[config.mk]
export PLATFORM = sky130hd
export DESIGN_NAME = block_byte_transform_flat
export DESIGN_NICKNAME = d
export VERILOG_FILES = /design/src/sv/bbt_pkg.sv /design/src/sv/bbt_if.sv /design/src/sv/bbt_front.sv /design/src/sv/bbt_queue.sv /design/src/sv/bbt_divider.sv /design/src/sv/bbt_back.sv /design/src/sv/block_byte_transform.sv /design/src/flat_wrapper.sv
export SDC_FILE = /design/constraint.sdc
export NUM_CORES = 1
export LEC_CHECK = 0
export BUFFER_PORTS_ARGS = -buffer_cell sky130_fd_sc_hd__buf_2
export CAP_MARGIN = 0
export CORE_MARGIN = 1
export CORE_UTILIZATION = 67
export DETAILED_ROUTE_END_ITERATION = 12
export GPL_TIMING_DRIVEN = 0
export PLACE_DENSITY_LB_ADDON = 0.08
export SYNTH_ARGS = -nofsm -noshare
export SYNTH_HDL_FRONTEND = slang
export SYNTH_SLANG_ARGS = --single-unit
[constraint.sdc]
create_clock -name clk -period 11 [get_ports clk]
set_input_delay 1.1 -clock clk [delete_from_list [all_inputs] [get_ports clk]]
set_output_delay 1.1 -clock clk [all_outputs]
set_load 0.01 [all_outputs]
[src/sv/bbt_pkg.sv]
// Shared types, constants and register codes of the block byte transform.
`timescale 1ns / 1ps
`default_nettype none

package bbt_pkg;

	localparam int KEY_BYTES   = 8;
	localparam int CFG_DATA_W  = 8 * KEY_BYTES;
	localparam int CFG_INDEX_W = 3;
	localparam int QUEUE_DEPTH = 2;
	localparam int QPTR_W      = $clog2(QUEUE_DEPTH);
	localparam int QCNT_W      = $clog2(QUEUE_DEPTH + 1);
	localparam int DIV_W       = 9;
	localparam int DIV_CNT_W   = $clog2(DIV_W);

	localparam logic [CFG_INDEX_W-1:0] REG_MODE          = 3'd0;
	localparam logic [CFG_INDEX_W-1:0] REG_KEY_WORD      = 3'd1;
	localparam logic [CFG_INDEX_W-1:0] REG_KEY_LENGTH    = 3'd2;
	localparam logic [CFG_INDEX_W-1:0] REG_SEQUENCE_FROM = 3'd3;
	localparam logic [CFG_INDEX_W-1:0] REG_SEQUENCE_TO   = 3'd4;
	localparam logic [CFG_INDEX_W-1:0] REG_SEQUENCE_STEP = 3'd5;

	localparam logic [3:0] MODE_XOR   = 4'd0;
	localparam logic [3:0] MODE_ADD   = 4'd1;
	localparam logic [3:0] MODE_SUB   = 4'd2;
	localparam logic [3:0] MODE_MUL   = 4'd3;
	localparam logic [3:0] MODE_WRITE = 4'd4;
	localparam logic [3:0] MODE_DIV   = 4'd5;
	localparam logic [3:0] MODE_SHR   = 4'd6;
	localparam logic [3:0] MODE_SHL   = 4'd7;
	localparam logic [3:0] MODE_OR    = 4'd8;
	localparam logic [3:0] MODE_AND   = 4'd9;
	localparam logic [3:0] MODE_SWAP2 = 4'd10;
	localparam logic [3:0] MODE_SWAP4 = 4'd11;
	localparam logic [3:0] MODE_SEQ   = 4'd12;

	typedef enum logic [1:0] {
		TAIL_NONE,
		TAIL_KEY,
		TAIL_SEQ
	} tail_t;

	typedef struct packed {
		logic [3:0]                mode;
		logic [CFG_DATA_W-1:0]     key_word;
		logic [3:0]                key_length;
		logic [7:0]                sequence_from;
		logic [7:0]                sequence_to;
		logic [7:0]                sequence_step;
	} cfg_t;

	typedef struct packed {
		logic [3:0][7:0] raw;
		logic [2:0]      nraw;
		tail_t           tail;
		logic [3:0]      op;
		logic [7:0]      data;
		logic [7:0]      key;
		logic            last;
	} cmd_t;

	typedef struct packed {
		logic             start;
		logic [DIV_W-1:0] dividend;
		logic [DIV_W-1:0] divisor;
	} div_req_t;

	typedef struct packed {
		logic             done;
		logic [DIV_W-1:0] quo;
		logic [DIV_W-1:0] rem;
	} div_rsp_t;

endpackage

`default_nettype wire

[src/sv/bbt_if.sv]
// Valid/ready channel interfaces for input bytes and result bytes.
`timescale 1ns / 1ps
`default_nettype none

interface bbt_in_if;
	logic       valid;
	logic       ready;
	logic [7:0] data_in;
	logic       block_end;

	modport source(output valid, output data_in, output block_end, input ready);
	modport sink(input valid, input data_in, input block_end, output ready);
endinterface

interface bbt_out_if;
	logic       valid;
	logic       ready;
	logic [7:0] data_out;
	logic       out_last;

	modport source(output valid, output data_out, output out_last, input ready);
	modport sink(input valid, input data_out, input out_last, output ready);
endinterface

`default_nettype wire

[src/sv/bbt_front.sv]
// Front end: accepts bytes, groups swap bytes and issues commands to the queue.
`timescale 1ns / 1ps
`default_nettype none

module bbt_front (
	input  logic          clk,
	input  logic          arst_n,
	bbt_in_if.sink        in_ch,
	input  bbt_pkg::cfg_t cfg,
	input  logic          full,
	output logic          push,
	output bbt_pkg::cmd_t cmd
);
	import bbt_pkg::*;

	logic [7:0] group_q [3];
	logic [1:0] fill_q;
	logic [2:0] key_pos_q;

	logic       accept;
	logic [2:0] gsize;
	logic       swap;
	logic       flush;
	logic [1:0] fill_eff;
	logic       complete;
	logic       store;
	logic [3:0] key_len;
	logic [3:0] pos_inc;
	logic [2:0] pos_next;

	assign in_ch.ready = !full;
	assign accept      = in_ch.valid && !full;

	always_comb begin
		case (cfg.mode)
			MODE_SWAP2: gsize = 3'd2;
			MODE_SWAP4: gsize = 3'd4;
			default:    gsize = 3'd0;
		endcase
		swap     = (gsize != 3'd0);
		flush    = (fill_q != 2'd0) && (!swap || ({1'b0, fill_q} >= gsize));
		fill_eff = flush ? 2'd0 : fill_q;
		complete = swap && (({1'b0, fill_eff} + 3'd1) == gsize);
		store    = swap && !complete && !in_ch.block_end;

		if (cfg.key_length == 4'd0) begin
			key_len = 4'd1;
		end else if (cfg.key_length > 4'(KEY_BYTES)) begin
			key_len = 4'(KEY_BYTES);
		end else begin
			key_len = cfg.key_length;
		end
		pos_inc  = {1'b0, key_pos_q} + 4'd1;
		pos_next = (pos_inc >= key_len) ? 3'd0 : pos_inc[2:0];
	end

	always_comb begin
		cmd.raw[0]      = group_q[0];
		cmd.raw[1]      = group_q[1];
		cmd.raw[2]      = group_q[2];
		cmd.raw[3]      = in_ch.data_in;
		cmd.raw[fill_q] = in_ch.data_in;
		cmd.op          = cfg.mode;
		cmd.data        = in_ch.data_in;
		cmd.key         = cfg.key_word[8 * key_pos_q +: 8];
		cmd.last        = in_ch.block_end;
		cmd.tail        = TAIL_NONE;
		cmd.nraw        = flush ? {1'b0, fill_q} : 3'd0;

		if (swap) begin
			if (complete) begin
				cmd.nraw = gsize;
				if (gsize == 3'd2) begin
					cmd.raw[0] = in_ch.data_in;
					cmd.raw[1] = group_q[0];
				end else begin
					cmd.raw[0] = in_ch.data_in;
					cmd.raw[1] = group_q[2];
					cmd.raw[2] = group_q[1];
					cmd.raw[3] = group_q[0];
				end
			end else if (in_ch.block_end) begin
				cmd.nraw = {1'b0, fill_q} + 3'd1;
			end
		end else if (cfg.mode == MODE_SEQ) begin
			cmd.tail = TAIL_SEQ;
		end else begin
			cmd.tail = TAIL_KEY;
		end

		push = accept && ((cmd.nraw != 3'd0) || (cmd.tail != TAIL_NONE));
	end

	always_ff @(posedge clk) begin
		if (accept && store) begin
			group_q[fill_eff] <= in_ch.data_in;
		end
	end

	always_ff @(posedge clk or negedge arst_n) begin
		if (!arst_n) begin
			fill_q    <= 2'd0;
			key_pos_q <= 3'd0;
		end else if (accept) begin
			fill_q <= store ? (fill_eff + 2'd1) : 2'd0;
			if (in_ch.block_end) begin
				key_pos_q <= 3'd0;
			end else if (cfg.mode <= MODE_AND) begin
				key_pos_q <= pos_next;
			end
		end
	end

endmodule

`default_nettype wire

[src/sv/bbt_queue.sv]
// Short command queue between the front end and the back end.
`timescale 1ns / 1ps
`default_nettype none

module bbt_queue (
	input  logic          clk,
	input  logic          arst_n,
	input  logic          push,
	input  bbt_pkg::cmd_t push_cmd,
	input  logic          pop,
	output bbt_pkg::cmd_t head,
	output logic          full,
	output logic          empty
);
	import bbt_pkg::*;

	cmd_t              mem_q [QUEUE_DEPTH];
	logic [QPTR_W-1:0] wr_q;
	logic [QPTR_W-1:0] rd_q;
	logic [QCNT_W-1:0] cnt_q;

	assign full  = (cnt_q == QCNT_W'(QUEUE_DEPTH));
	assign empty = (cnt_q == '0);
	assign head  = mem_q[rd_q];

	always_ff @(posedge clk) begin
		if (push) begin
			mem_q[wr_q] <= push_cmd;
		end
	end

	always_ff @(posedge clk or negedge arst_n) begin
		if (!arst_n) begin
			wr_q  <= '0;
			rd_q  <= '0;
			cnt_q <= '0;
		end else begin
			if (push) begin
				wr_q <= wr_q + QPTR_W'(1);
			end
			if (pop) begin
				rd_q <= rd_q + QPTR_W'(1);
			end
			if (push && !pop) begin
				cnt_q <= cnt_q + QCNT_W'(1);
			end else if (pop && !push) begin
				cnt_q <= cnt_q - QCNT_W'(1);
			end
		end
	end

endmodule

`default_nettype wire

[src/sv/bbt_divider.sv]
// Restoring divider, one quotient bit per cycle, shared by divide and sequence work.
`timescale 1ns / 1ps
`default_nettype none

module bbt_divider (
	input  logic              clk,
	input  logic              arst_n,
	input  bbt_pkg::div_req_t req,
	output bbt_pkg::div_rsp_t rsp
);
	import bbt_pkg::*;

	logic                 busy_q;
	logic                 done_q;
	logic [DIV_CNT_W-1:0] cnt_q;
	logic [DIV_W-1:0]     quo_q;
	logic [DIV_W-1:0]     rem_q;
	logic [DIV_W-1:0]     dvs_q;
	logic [DIV_W:0]       trial;
	logic                 fits;

	assign trial    = {rem_q, quo_q[DIV_W-1]};
	assign fits     = (trial >= {1'b0, dvs_q});
	assign rsp.done = done_q;
	assign rsp.quo  = quo_q;
	assign rsp.rem  = rem_q;

	always_ff @(posedge clk or negedge arst_n) begin
		if (!arst_n) begin
			busy_q <= 1'b0;
			done_q <= 1'b0;
			cnt_q  <= '0;
			quo_q  <= '0;
			rem_q  <= '0;
			dvs_q  <= '0;
		end else begin
			done_q <= 1'b0;
			if (req.start) begin
				busy_q <= 1'b1;
				cnt_q  <= '0;
				quo_q  <= req.dividend;
				rem_q  <= '0;
				dvs_q  <= req.divisor;
			end else if (busy_q) begin
				rem_q <= fits ? DIV_W'(trial - {1'b0, dvs_q}) : trial[DIV_W-1:0];
				quo_q <= {quo_q[DIV_W-2:0], fits};
				cnt_q <= cnt_q + DIV_CNT_W'(1);
				if (cnt_q == DIV_CNT_W'(DIV_W - 1)) begin
					busy_q <= 1'b0;
					done_q <= 1'b1;
				end
			end
		end
	end

endmodule

`default_nettype wire

[src/sv/bbt_back.sv]
// Back end: executes queued commands and drives the result register.
`timescale 1ns / 1ps
`default_nettype none

module bbt_back (
	input  logic              clk,
	input  logic              arst_n,
	input  bbt_pkg::cfg_t     cfg,
	input  bbt_pkg::cmd_t     head,
	input  logic              empty,
	output logic              pop,
	output bbt_pkg::div_req_t div_req,
	input  bbt_pkg::div_rsp_t div_rsp,
	bbt_out_if.source         out_ch
);
	import bbt_pkg::*;

	typedef enum logic [2:0] {
		ST_IDLE,
		ST_RAW,
		ST_DIV,
		ST_SEQ1,
		ST_SEQ2,
		ST_EMIT
	} state_t;

	state_t     state_q;
	cmd_t       cmd_q;
	logic [2:0] idx_q;
	logic [7:0] res_q;
	logic [7:0] seq_value_q;
	logic       out_valid_q;
	logic [7:0] out_data_q;
	logic       out_last_q;

	logic             can_load;
	logic             raw_done;
	logic             key_div;
	logic [7:0]       key_res;
	logic [7:0]       seq_to;
	logic [7:0]       seq_step;
	logic [DIV_W-1:0] dif;

	function automatic logic [7:0] key_op(input logic [3:0] op, input logic [7:0] d,
		input logic [7:0] k);
		logic [15:0] prod;
		logic [7:0]  r;
		prod = 16'(d) * 16'(k);
		case (op)
			MODE_XOR:   r = d ^ k;
			MODE_ADD:   r = d + k;
			MODE_SUB:   r = d - k;
			MODE_MUL:   r = prod[7:0];
			MODE_WRITE: r = k;
			MODE_DIV:   r = 8'd0;
			MODE_SHR:   r = (k >= 8'd8) ? 8'd0 : (d >> k[2:0]);
			MODE_SHL:   r = (k >= 8'd8) ? 8'd0 : (d << k[2:0]);
			MODE_OR:    r = d | k;
			MODE_AND:   r = d & k;
			default:    r = d;
		endcase
		return r;
	endfunction

	assign can_load        = !out_valid_q || out_ch.ready;
	assign raw_done        = (idx_q == cmd_q.nraw);
	assign key_div         = (cmd_q.op == MODE_DIV) && (cmd_q.key != 8'd0);
	assign key_res         = key_op(cmd_q.op, cmd_q.data, cmd_q.key);
	assign pop             = (state_q == ST_IDLE) && !empty;
	assign out_ch.valid    = out_valid_q;
	assign out_ch.data_out = out_data_q;
	assign out_ch.out_last = out_last_q;

	always_comb begin
		seq_to   = (cfg.sequence_to == 8'd0) ? 8'd255 : cfg.sequence_to;
		seq_step = (cfg.sequence_step == 8'd0) ? 8'd1 : cfg.sequence_step;
		if (seq_to <= cfg.sequence_from) begin
			dif = DIV_W'(255);
		end else begin
			dif = DIV_W'(seq_to) - DIV_W'(cfg.sequence_from) + DIV_W'(1);
		end
	end

	always_comb begin
		div_req.start    = 1'b0;
		div_req.dividend = DIV_W'(cmd_q.data);
		div_req.divisor  = DIV_W'(cmd_q.key);
		case (state_q)
			ST_RAW: begin
				if (raw_done && cmd_q.tail == TAIL_KEY && key_div) begin
					div_req.start = 1'b1;
				end else if (raw_done && cmd_q.tail == TAIL_SEQ) begin
					div_req.start    = 1'b1;
					div_req.dividend = DIV_W'(seq_value_q);
					div_req.divisor  = dif;
				end
			end
			ST_SEQ1: begin
				div_req.start    = div_rsp.done;
				div_req.dividend = DIV_W'(div_rsp.rem[7:0]) + DIV_W'(seq_step);
				div_req.divisor  = dif;
			end
			default: begin
				div_req.start = 1'b0;
			end
		endcase
	end

	always_ff @(posedge clk or negedge arst_n) begin
		if (!arst_n) begin
			state_q     <= ST_IDLE;
			cmd_q       <= '0;
			idx_q       <= 3'd0;
			res_q       <= 8'd0;
			seq_value_q <= 8'd0;
			out_valid_q <= 1'b0;
			out_data_q  <= 8'd0;
			out_last_q  <= 1'b0;
		end else begin
			if (out_ch.ready) begin
				out_valid_q <= 1'b0;
			end
			case (state_q)
				ST_IDLE: begin
					if (!empty) begin
						cmd_q   <= head;
						idx_q   <= 3'd0;
						state_q <= ST_RAW;
					end
				end
				ST_RAW: begin
					if (!raw_done) begin
						if (can_load) begin
							out_valid_q <= 1'b1;
							out_data_q  <= cmd_q.raw[idx_q[1:0]];
							out_last_q  <= cmd_q.last && (cmd_q.tail == TAIL_NONE) &&
								((idx_q + 3'd1) == cmd_q.nraw);
							idx_q       <= idx_q + 3'd1;
						end
					end else begin
						case (cmd_q.tail)
							TAIL_KEY: begin
								if (key_div) begin
									state_q <= ST_DIV;
								end else begin
									res_q   <= key_res;
									state_q <= ST_EMIT;
								end
							end
							TAIL_SEQ: begin
								state_q <= ST_SEQ1;
							end
							default: begin
								if (cmd_q.last) begin
									seq_value_q <= 8'd0;
								end
								state_q <= ST_IDLE;
							end
						endcase
					end
				end
				ST_DIV: begin
					if (div_rsp.done) begin
						res_q   <= div_rsp.quo[7:0];
						state_q <= ST_EMIT;
					end
				end
				ST_SEQ1: begin
					if (div_rsp.done) begin
						res_q   <= div_rsp.rem[7:0] + cfg.sequence_from;
						state_q <= ST_SEQ2;
					end
				end
				ST_SEQ2: begin
					if (div_rsp.done) begin
						seq_value_q <= div_rsp.rem[7:0];
						state_q     <= ST_EMIT;
					end
				end
				ST_EMIT: begin
					if (can_load) begin
						out_valid_q <= 1'b1;
						out_data_q  <= res_q;
						out_last_q  <= cmd_q.last;
						if (cmd_q.last) begin
							seq_value_q <= 8'd0;
						end
						state_q <= ST_IDLE;
					end
				end
				default: begin
					state_q <= ST_IDLE;
				end
			endcase
		end
	end

endmodule

`default_nettype wire

[src/sv/block_byte_transform.sv]
// Top level of the block byte transform: configuration registers and submodule wiring.
// Bytes of a block enter on in_ch (valid/ready), the final byte flagged by block_end.
// Result bytes leave on out_ch (valid/ready); out_last flags the final result of a block.
// Registers are written through cfg_we, cfg_index and cfg_data; the user must write
// them only while the block is idle, as the block itself does not enforce it. A front
// end classifies each item and places a command in a two-entry queue; a back end runs
// the commands one at a time and holds each result byte in an output register. An item
// is accepted whenever the queue has room, so input keeps flowing while the output
// register waits. Swap modes hold bytes until a group is complete. For plain key modes
// an accepted byte passes the queue, the command register and the result register on
// its way to the output register. A divide waits on the shared restoring divider, and a
// sequence byte needs two divider runs.
// A stalled receiver holds the output register and then the queue; input stops once
// the queue is full. Reset clears the queue, the output register, the key position,
// the sequence counter and the swap group fill, and loads the register defaults.
`timescale 1ns / 1ps
`default_nettype none

module block_byte_transform (
	input  logic                                clk,
	input  logic                                arst_n,
	bbt_in_if.sink                              in_ch,
	bbt_out_if.source                           out_ch,
	input  logic                                cfg_we,
	input  logic [bbt_pkg::CFG_INDEX_W-1:0]     cfg_index,
	input  logic [bbt_pkg::CFG_DATA_W-1:0]      cfg_data
);
	import bbt_pkg::*;

	cfg_t     cfg_q;
	cmd_t     push_cmd;
	cmd_t     head;
	logic     push;
	logic     pop;
	logic     full;
	logic     empty;
	div_req_t div_req;
	div_rsp_t div_rsp;

	always_ff @(posedge clk or negedge arst_n) begin
		if (!arst_n) begin
			cfg_q.mode          <= MODE_XOR;
			cfg_q.key_word      <= '0;
			cfg_q.key_length    <= 4'd1;
			cfg_q.sequence_from <= 8'd0;
			cfg_q.sequence_to   <= 8'd255;
			cfg_q.sequence_step <= 8'd1;
		end else if (cfg_we) begin
			case (cfg_index)
				REG_MODE:          cfg_q.mode          <= cfg_data[3:0];
				REG_KEY_WORD:      cfg_q.key_word      <= cfg_data;
				REG_KEY_LENGTH:    cfg_q.key_length    <= cfg_data[3:0];
				REG_SEQUENCE_FROM: cfg_q.sequence_from <= cfg_data[7:0];
				REG_SEQUENCE_TO:   cfg_q.sequence_to   <= cfg_data[7:0];
				REG_SEQUENCE_STEP: cfg_q.sequence_step <= cfg_data[7:0];
				default:           cfg_q <= cfg_q;
			endcase
		end
	end

	bbt_front u_front (
		.clk    (clk),
		.arst_n (arst_n),
		.in_ch  (in_ch),
		.cfg    (cfg_q),
		.full   (full),
		.push   (push),
		.cmd    (push_cmd)
	);

	bbt_queue u_queue (
		.clk      (clk),
		.arst_n   (arst_n),
		.push     (push),
		.push_cmd (push_cmd),
		.pop      (pop),
		.head     (head),
		.full     (full),
		.empty    (empty)
	);

	bbt_divider u_divider (
		.clk    (clk),
		.arst_n (arst_n),
		.req    (div_req),
		.rsp    (div_rsp)
	);

	bbt_back u_back (
		.clk     (clk),
		.arst_n  (arst_n),
		.cfg     (cfg_q),
		.head    (head),
		.empty   (empty),
		.pop     (pop),
		.div_req (div_req),
		.div_rsp (div_rsp),
		.out_ch  (out_ch)
	);

endmodule

`default_nettype wire
[src/flat_wrapper.sv]
// flat-port wrapper written by rule: the top's interface ports become plain ports
module block_byte_transform_flat import bbt_pkg::*;
  (clk, arst_n, cfg_we, cfg_index, cfg_data, in_ch_valid, in_ch_data_in, in_ch_block_end, in_ch_ready, out_ch_valid, out_ch_data_out, out_ch_out_last, out_ch_ready);
  bbt_in_if in_ch_i ();
  bbt_out_if out_ch_i ();
  input  logic clk;
  input  logic arst_n;
  input  logic cfg_we;
  input  logic [bbt_pkg::CFG_INDEX_W-1:0] cfg_index;
  input  logic [bbt_pkg::CFG_DATA_W-1:0] cfg_data;
  input wire logic [$bits(in_ch_i.valid)-1:0] in_ch_valid;
  input wire logic [$bits(in_ch_i.data_in)-1:0] in_ch_data_in;
  input wire logic [$bits(in_ch_i.block_end)-1:0] in_ch_block_end;
  output wire logic [$bits(in_ch_i.ready)-1:0] in_ch_ready;
  output wire logic [$bits(out_ch_i.valid)-1:0] out_ch_valid;
  output wire logic [$bits(out_ch_i.data_out)-1:0] out_ch_data_out;
  output wire logic [$bits(out_ch_i.out_last)-1:0] out_ch_out_last;
  input wire logic [$bits(out_ch_i.ready)-1:0] out_ch_ready;
  assign in_ch_i.valid = in_ch_valid;
  assign in_ch_i.data_in = in_ch_data_in;
  assign in_ch_i.block_end = in_ch_block_end;
  assign in_ch_ready = in_ch_i.ready;
  assign out_ch_valid = out_ch_i.valid;
  assign out_ch_data_out = out_ch_i.data_out;
  assign out_ch_out_last = out_ch_i.out_last;
  assign out_ch_i.ready = out_ch_ready;
  block_byte_transform u_core (.clk(clk), .arst_n(arst_n), .in_ch(in_ch_i), .out_ch(out_ch_i), .cfg_we(cfg_we), .cfg_index(cfg_index), .cfg_data(cfg_data));
endmodule
==> results of run 1 <==
==> power by group <==
group	internal (W)	switching [W]
Combinational	0.00167	0.00239
Clock	0.000823	0.000560
Sequential	0.00187	0.000316
Total	0.00436	0.00327
==> cells in the final DEF, fill, tap and decap left out, types with 7 or more instances in the layout <==
master,count
clkbuf_1,79
a211oi_1,23
o211ai_1,8
xor2_1,21
a31oi_1,10
a221oi_1,7
nor3_1,24
dfrtp_1,218
o21ai_0,69
or3_1,7
nand2b_1,17
fa_1,20
nand2_1,107
o221ai_1,12
buf_1,16
xnor2_1,44
a21oi_1,147
mux2_2,122
a21o_1,18
nor4_1,7
inv_1,89
o22ai_1,7
nor2_1,142
a22o_1,9
nand3_1,14
buf_2,95
mux4_2,30
ha_1,102
and2_1,12
or2_2,12
o31ai_1,7
clkinv_2,9
nor2b_1,34
dfstp_2,10
edfxtp_1,140
buf_6,7
mux2i_1,104
o21a_1,10
clkbuf_16,39
==> logic make-up after synthesis <==
logic type | after synthesis | synth area share
xor gates and xnor gates | 65 | 0.0284
muxes | 256 | 0.154
DFF | 368 | 0.494
adders and majority gates | 122 | 0.0835
and+or+nand+nor | 399 | 0.0920
AOI/OAI and AO/OA | 361 | 0.111
buffers and inverters | 190 | 0.0370
==> flip-flops by register name, summed over array words and instances (netlist names) <==
signal and flops:
u_core.u_queue.mem_q 116, u_core.u_front.fill_q 2, u_core.u_back.res_q 8, u_core.u_divider.done_q 1, u_core.cfg_q 96, u_core.u_queue.cnt_q 2
u_core.u_divider.busy_q 1, u_core.u_divider.rem_q 9, u_core.u_back.out_ch.out_last 1, u_core.u_back.cmd_q 58, u_core.u_front.group_q 24, u_core.u_divider.cnt_q 4
u_core.u_divider.quo_q 9, u_core.u_back.out_ch.valid 1, u_core.u_back.out_ch.data_out 8, u_core.u_back.seq_value_q 8, u_core.u_back.state_q 3, u_core.u_divider.dvs_q 9
u_core.u_back.idx_q 3, u_core.u_queue.rd_q 1, u_core.u_front.key_pos_q 3, u_core.u_queue.wr_q 1
==> per-layer routing <==
metal  global-route usage  vias to the layer above  routed length, um
li1                     -                     6603                  -
met1                0.456                     7301              21200
met2                0.595                      599              25400
met3               0.0574                      128               3360
met4                0.126                        0               1870
met5                    0                        -                  0
==> final cells by class <==
type                       count  share of cell area
sequential                   368               0.441
multi-input combinational   1203               0.418
clock buffer                  46              0.0458
timing repair buffer          98              0.0261
tap                          390              0.0217
buffer                       100              0.0180
inverter                      90              0.0150
clock inverter                25              0.0145
antenna                        1            0.000111
==> worst register-to-register path: stages, from the launching register on <==
cell	delay [ns]
dfrtp_1	0.36
clkbuf_1	0.33
clkbuf_1	0.46
inv_1	0.11
clkbuf_1	0.32
nor2_1	0.24
fa_1	0.44
ha_1	0.29
inv_1	0.05
fa_1	0.55
fa_1	0.59
nor3_1	0.06
a311oi_1	0.38
a21oi_1	0.07
a2111oi_0	0.72
nor2_1	0.12
o22a_1	0.20
==> worst max-delay path by stage <==
stage	slack [ns]	start	to
final	5.61	u_core.u_back.cmd_q[2]$_DFFE_PN0P_	u_core.u_back.res_q[4]$_DFFE_PN0P_
after global routing	5.27	u_core.u_back.cmd_q[2]$_DFFE_PN0P_	u_core.u_back.res_q[4]$_DFFE_PN0P_
after global placement	1.79	u_core.u_front.fill_q[0]$_DFFE_PN0P_	u_core.u_queue.mem_q[0][44]$_DFFE_PP_
after detailed placement	5.69	u_core.u_back.cmd_q[3]$_DFFE_PN0P_	u_core.u_back.res_q[7]$_DFFE_PN0P_
after CTS	5.66	u_core.u_back.cmd_q[3]$_DFFE_PN0P_	u_core.u_back.res_q[7]$_DFFE_PN0P_
after floorplan	4.17	u_core.u_front.fill_q[0]$_DFFE_PN0P_	u_core.u_queue.mem_q[0][0]$_DFFE_PP_
==> metrics by stage <==
| step | power, W | hold slack, ns | instances | instance area, um2 |
|---|---|---|---|---|
| 6_report | 0.00763 | 0.484 | 2321 | 22500 |
| 5_1_grt | 0.00814 | 0.512 | 2321 | 22500 |
| 4_1_cts | 0.00761 | 0.484 | 2320 | 22500 |
| 3_5_place_dp | 0.00617 | 0.471 | 2249 | 21200 |
| 3_3_place_gp | 0.00605 | 0.464 | 2241 | 21000 |
| 2_1_floorplan | 0.00499 | 0.443 | 1761 | 20100 |
==> flow_summary.ini, run 1 <==
[status]
status = finished clean

[routing]
vias = 14600
drc_errors = 0
wirelength_mm = 51.8
drt-vias-per-instance = 6.30
wire_per_inst_um = 22.3
drt_pass1_iterations = 6
drtAntennaViolNets = 0
drt_iter0_drc = 1241

[sta]
fin_crit_sh = 0.490
timing.final.hold_violations = 0
max_freq_mhz = 185
setup_viol = 0
slew_violations = 0
fin_worst_skew_ns = 0.0321
relSlewSlack = 0.315
tightest_slew_ns = 1.02
period_needed_ns = 5.39
fin_setup_tns_ns = 0
layout_setup_ws_ns = 5.61
rsz0062_at_grt = false

[yosys]
yosys-top-cells-area = dfrtp_1, edfxtp_1, mux2_2
syn_area_um2 = 20100
synth_cells = 1761
avgSynthCellArea_um2 = 11.4
synth_top_area_frac = 0.272
ys.flop_type = dfrtp_1
synthTopCellsByCount = dfrtp_1, a21oi_1, nor2_1
ys_ff_latch = 368
yosysTopAreaCell = dfrtp_1
async_flop_share = 0.620
synth_nets = 1964
synth_edf_count = 140
ys_seq_area_frac = 0.494
yosys_warnings = 0
synth.distinct_cells = 64
yosys.cell_count.top_type = dfrtp_1

[die]
die_x_um = 175
initial_core_util = 0.679
die_h_um = 175
pin_count = 92
dieArea_um2 = 30700
rows = 63
core-area_um2 = 29600

[clock_tree]
ctsHoldBuffers = 0
clk_latency_ns = 0.55
clock-sinks = 368
cts_root_buf = clkbuf_16
cts_tree = yes
cts.repair.resized = 0
cts_buffers = 39
htreeDepth = 2
cts_setup_buffers = 0
clockBufferDepth = 3
clk_pin_slew_worst_paths_ns = 0.06

[hold_path]
whs_path_depth = 2
hp-class = reg -> reg
hp-start = u_core.u_back.seq_value_q[2]$_DFFE_PN0P_
hold-path-endpoint = u_core.u_back.seq_value_q[2]$_DFFE_PN0P_

[setup_path]
path_cells = clkbuf_1 -> clkbuf_1 -> inv_1 -> clkbuf_1 -> nor2_1 -> fa_1 -> ha_1 -> inv_1 -> fa_1 -> fa_1 -> nor3_1 -> a311oi_1 -> a21oi_1 -> a2111oi_0 -> nor2_1 -> o22a_1
worstSetupEndpointType = register
r2r_start = u_core.u_back.cmd_q[2]$_DFFE_PN0P_
cp_top_family = adder cells
slowest_delay_ns = 0.72
path_max_fanout = 11
worstPathRequired_ns = 11.41
cp_num_cells = 16
reg2reg_slack_ns = 5.61
cp_slowest_cell = a2111oi_0
critPathBufInv = 5
path_class = reg -> reg
arrival_ns = 5.80
worstSetupStartpointType = register
regToRegEndpoint = u_core.u_back.res_q[4]$_DFFE_PN0P_
reg2reg_depth = 16

[placement]
finalWeightedCongestion = 0.970
port_buffers = 90
dp_slack_ns = 5.69
dp_hpwl_mm = 37.2

[final_layout]
drive_gt1_frac = 0.181
multiInputGateArea_um2 = 9420
nets = 2103
regArea_um2 = 9920
syn2layout_area_growth_pct = 12.2
fill_cells = 1943
utilization = 0.762

[power_and_ir_drop]
cellPowerDensity_nw_per_um2 = 339
static-leakage-power_nw = 9.38
ir_worst_vdd_mv = 0.342

[global_route]
antenna_found_initial = 1
first_global_vias = 15100
gr-total-overflow = 0
gr-usage-all-layers = 0.350
grt_pass1_wl_mm = 82.7
grt_max_degree = 85

[run]
drv_cap = 0
No activity file was read; power rests on OpenSTA's default activity.
==> run 2, diff against run 1 <==
--- a/config.mk
+++ b/config.mk
@@ -8,7 +8,7 @@
 export BUFFER_PORTS_ARGS = -buffer_cell sky130_fd_sc_hd__buf_2
 export CAP_MARGIN = 0
 export CORE_MARGIN = 1
-export CORE_UTILIZATION = 67
+export CORE_UTILIZATION = 62
 export DETAILED_ROUTE_END_ITERATION = 12
 export GPL_TIMING_DRIVEN = 0
 export PLACE_DENSITY_LB_ADDON = 0.08
==> constraint.sdc (replaced) <==
create_clock -name clk -period 5.6 [get_ports clk]
set_input_delay 0.56 -clock clk [delete_from_list [all_inputs] [get_ports clk]]
set_output_delay 0.56 -clock clk [all_outputs]
set_load 0.01 [all_outputs]
==> run 2 against run 1 <==
- core utilization decreased by 5.5 points
- sequential share of layout area increased by 0.20 points
- via count decreased by 2.3%
- fmax decreased by 0.42%
- count of clock-buffer cells in the layout increased by 6
- final area decreased by 0.44%
- final cell count increased by 0.34%
- clock skew increased by 0.0074 ns
- first-iteration DRC count decreased by 20%
- total power increased by 92%
- critical path type unchanged
- largest power group unchanged
==> flow_summary.ini, run 2 (synthesis gave the netlist of run 1 again) <==
[final_layout]
syn2layout_area_growth_pct = 11.7
layout_common_cells = dfrtp_1, a21oi_1, nor2_1
top_register = u_core.u_queue.mem_q
drive_gt1_frac = 0.175
nets = 2101
layout_commonest_cell = dfrtp_1
antennaDiodeCount = 0
reg_top3 = u_core.u_queue.mem_q: 116 flops, u_core.cfg_q: 96 flops, u_core.u_back.cmd_q: 58 flops
largest_register_ffs = 116

[global_route]
antenna_found_initial = 0
grt_max_degree = 86
gr-total-overflow = 0
gr-usage-all-layers = 0.321
grt_pass1_wl_mm = 81.8
first_global_vias = 14700

[sta]
tightest_slew_ns = 1.01
rsz0062_at_grt = false
fin_crit_sh = 0.967
fin_setup_tns_ns = 0
max_freq_mhz = 185
timing.final.hold_violations = 0
relSlewSlack = 0.318
setup_viol = 0
fin_worst_skew_ns = 0.0395
period_needed_ns = 5.41
slew_violations = 0
layout_setup_ws_ns = 0.186

[placement]
finalWeightedCongestion = 0.998
dp_slack_ns = 0.298
dp_hpwl_mm = 37.4
port_buffers = 90

[die]
core-area_um2 = 31700
pin_count = 92
die_x_um = 182
die_h_um = 182
rows = 65
initial_core_util = 0.633
dieArea_um2 = 33100

[power_and_ir_drop]
power.share.combinational = 0.541
cellPowerDensity_nw_per_um2 = 654
ir_worst_vdd_mv = 0.992
swShare = 0.432
p_clk_frac = 0.167
switching_power_w = 0.00634
internal_power_w = 0.00833
static-leakage-power_nw = 9.30
seqPwrFrac = 0.292

[clock_tree]
clk_latency_ns = 0.56
clockBufferDepth = 3
clock-sinks = 368
htreeDepth = 2
cts_tree = yes
cts_buffers = 38
clk_pin_slew_worst_paths_ns = 0.07
cts.repair.resized = 0
cts_root_buf = clkbuf_16

[setup_path]
worstSetupEndpointType = register
path_class = reg -> reg
arrival_ns = 5.81
path_max_fanout = 10
worstSetupStartpointType = register
worstPathRequired_ns = 5.99

[routing]
drt-vias-per-instance = 6.14
drtAntennaViolNets = 0
vias = 14300
wire_per_inst_um = 21.9
drt_iter0_drc = 992
wirelength_mm = 51.1
drc_errors = 0
drt_pass1_iterations = 6

[hold_path]
hp-class = in -> reg

[status]
status = finished clean

[run]
drv_cap = 0
## run 2: worst paths after layout
check	from	end	slack [ns]	cells past startpoint
max	u_core.u_back.cmd_q[3]$_DFFE_PN0P_	u_core.u_back.res_q[7]$_DFFE_PN0P_	0.19	15
min	in_ch_block_end	u_core.u_queue.mem_q[0][0]$_DFFE_PP_	0.23	1
max reg2reg	u_core.u_back.cmd_q[3]$_DFFE_PN0P_	u_core.u_back.res_q[7]$_DFFE_PN0P_	0.19	15
min reg2reg	u_core.u_back.seq_value_q[4]$_DFFE_PN0P_	u_core.u_back.seq_value_q[4]$_DFFE_PN0P_	0.49	2
max in group asynchronous	arst_n	u_core.cfg_q[24]$_DFFE_PN1P_	4.18	3
min in group asynchronous	arst_n	u_core.u_divider.dvs_q[8]$_DFFE_PN0P_	0.55	2
## run 2: cell type report
cell class	count	area [um2]
Clock inverter	17	171
Tap cell	402	503
Multi-Input combinational cell	1203	9430
Inverter	90	338
Clock buffer	52	1030
Sequential cell	368	9920
Timing Repair Buffer	97	623
Buffer	100	405
Fill cell	2299	9300
## run 2: power groups by stage
stage | combinational (W) | clock (W) | sequential [W]
global route | 0.00872 | 0.00258 | 0.00436
finish | 0.00794 | 0.00244 | 0.00428
CTS | 0.00791 | 0.00247 | 0.00427
detailed placement | 0.00783 | 0 | 0.00431
global placement | 0.00758 | 0 | 0.00429
floorplan | 0.00572 | 0 | 0.00409
## run 2: repair_timing
item | in CTS | in global routing
hold buffers | 1 | 0
buffers inserted | 0 | 0
endpoints found under the hold margin | 9 | 0
## run 2: worst max-delay path, stage by stage (launching register included)
cell	delay (ns)
dfrtp_1	0.55
clkbuf_1	0.38
buf_1	0.68
nand2_1	0.16
fa_1	0.44
fa_1	0.54
inv_1	0.05
fa_1	0.46
fa_1	0.49
ha_1	0.33
a21oi_1	0.19
xnor2_1	0.11
xnor2_1	0.27
nor2_1	0.09
a211oi_1	0.32
o221ai_1	0.18
## run 2: layer usage
| metal | wire length [um] | up-vias | part of all wire | track usage |
|---|---|---|---|---|
| met5 | 0 | - | 0 | 0 |
| met4 | 1590 | 0 | 0.031 | 0.111 |
| met3 | 2660 | 100 | 0.052 | 0.0407 |
| met2 | 24900 | 455 | 0.49 | 0.542 |
| met1 | 21900 | 7137 | 0.43 | 0.432 |
| li1 | - | 6605 | - | - |
## run 2: stage by stage
stage / cells / hold WS [ns] / area (um2) / utilization / total power (W)
floorplan: 1761 / 0.264 / 20100 / - / 0.00980
global placement: 2253 / 0.465 / 21000 / 0.663 / 0.0119
detailed placement: 2259 / 0.474 / 21200 / 0.669 / 0.0121
CTS: 2329 / 0.212 / 22400 / 0.707 / 0.0146
global route: 2329 / 0.220 / 22400 / 0.707 / 0.0157
finish: 2329 / 0.230 / 22400 / 0.707 / 0.0147
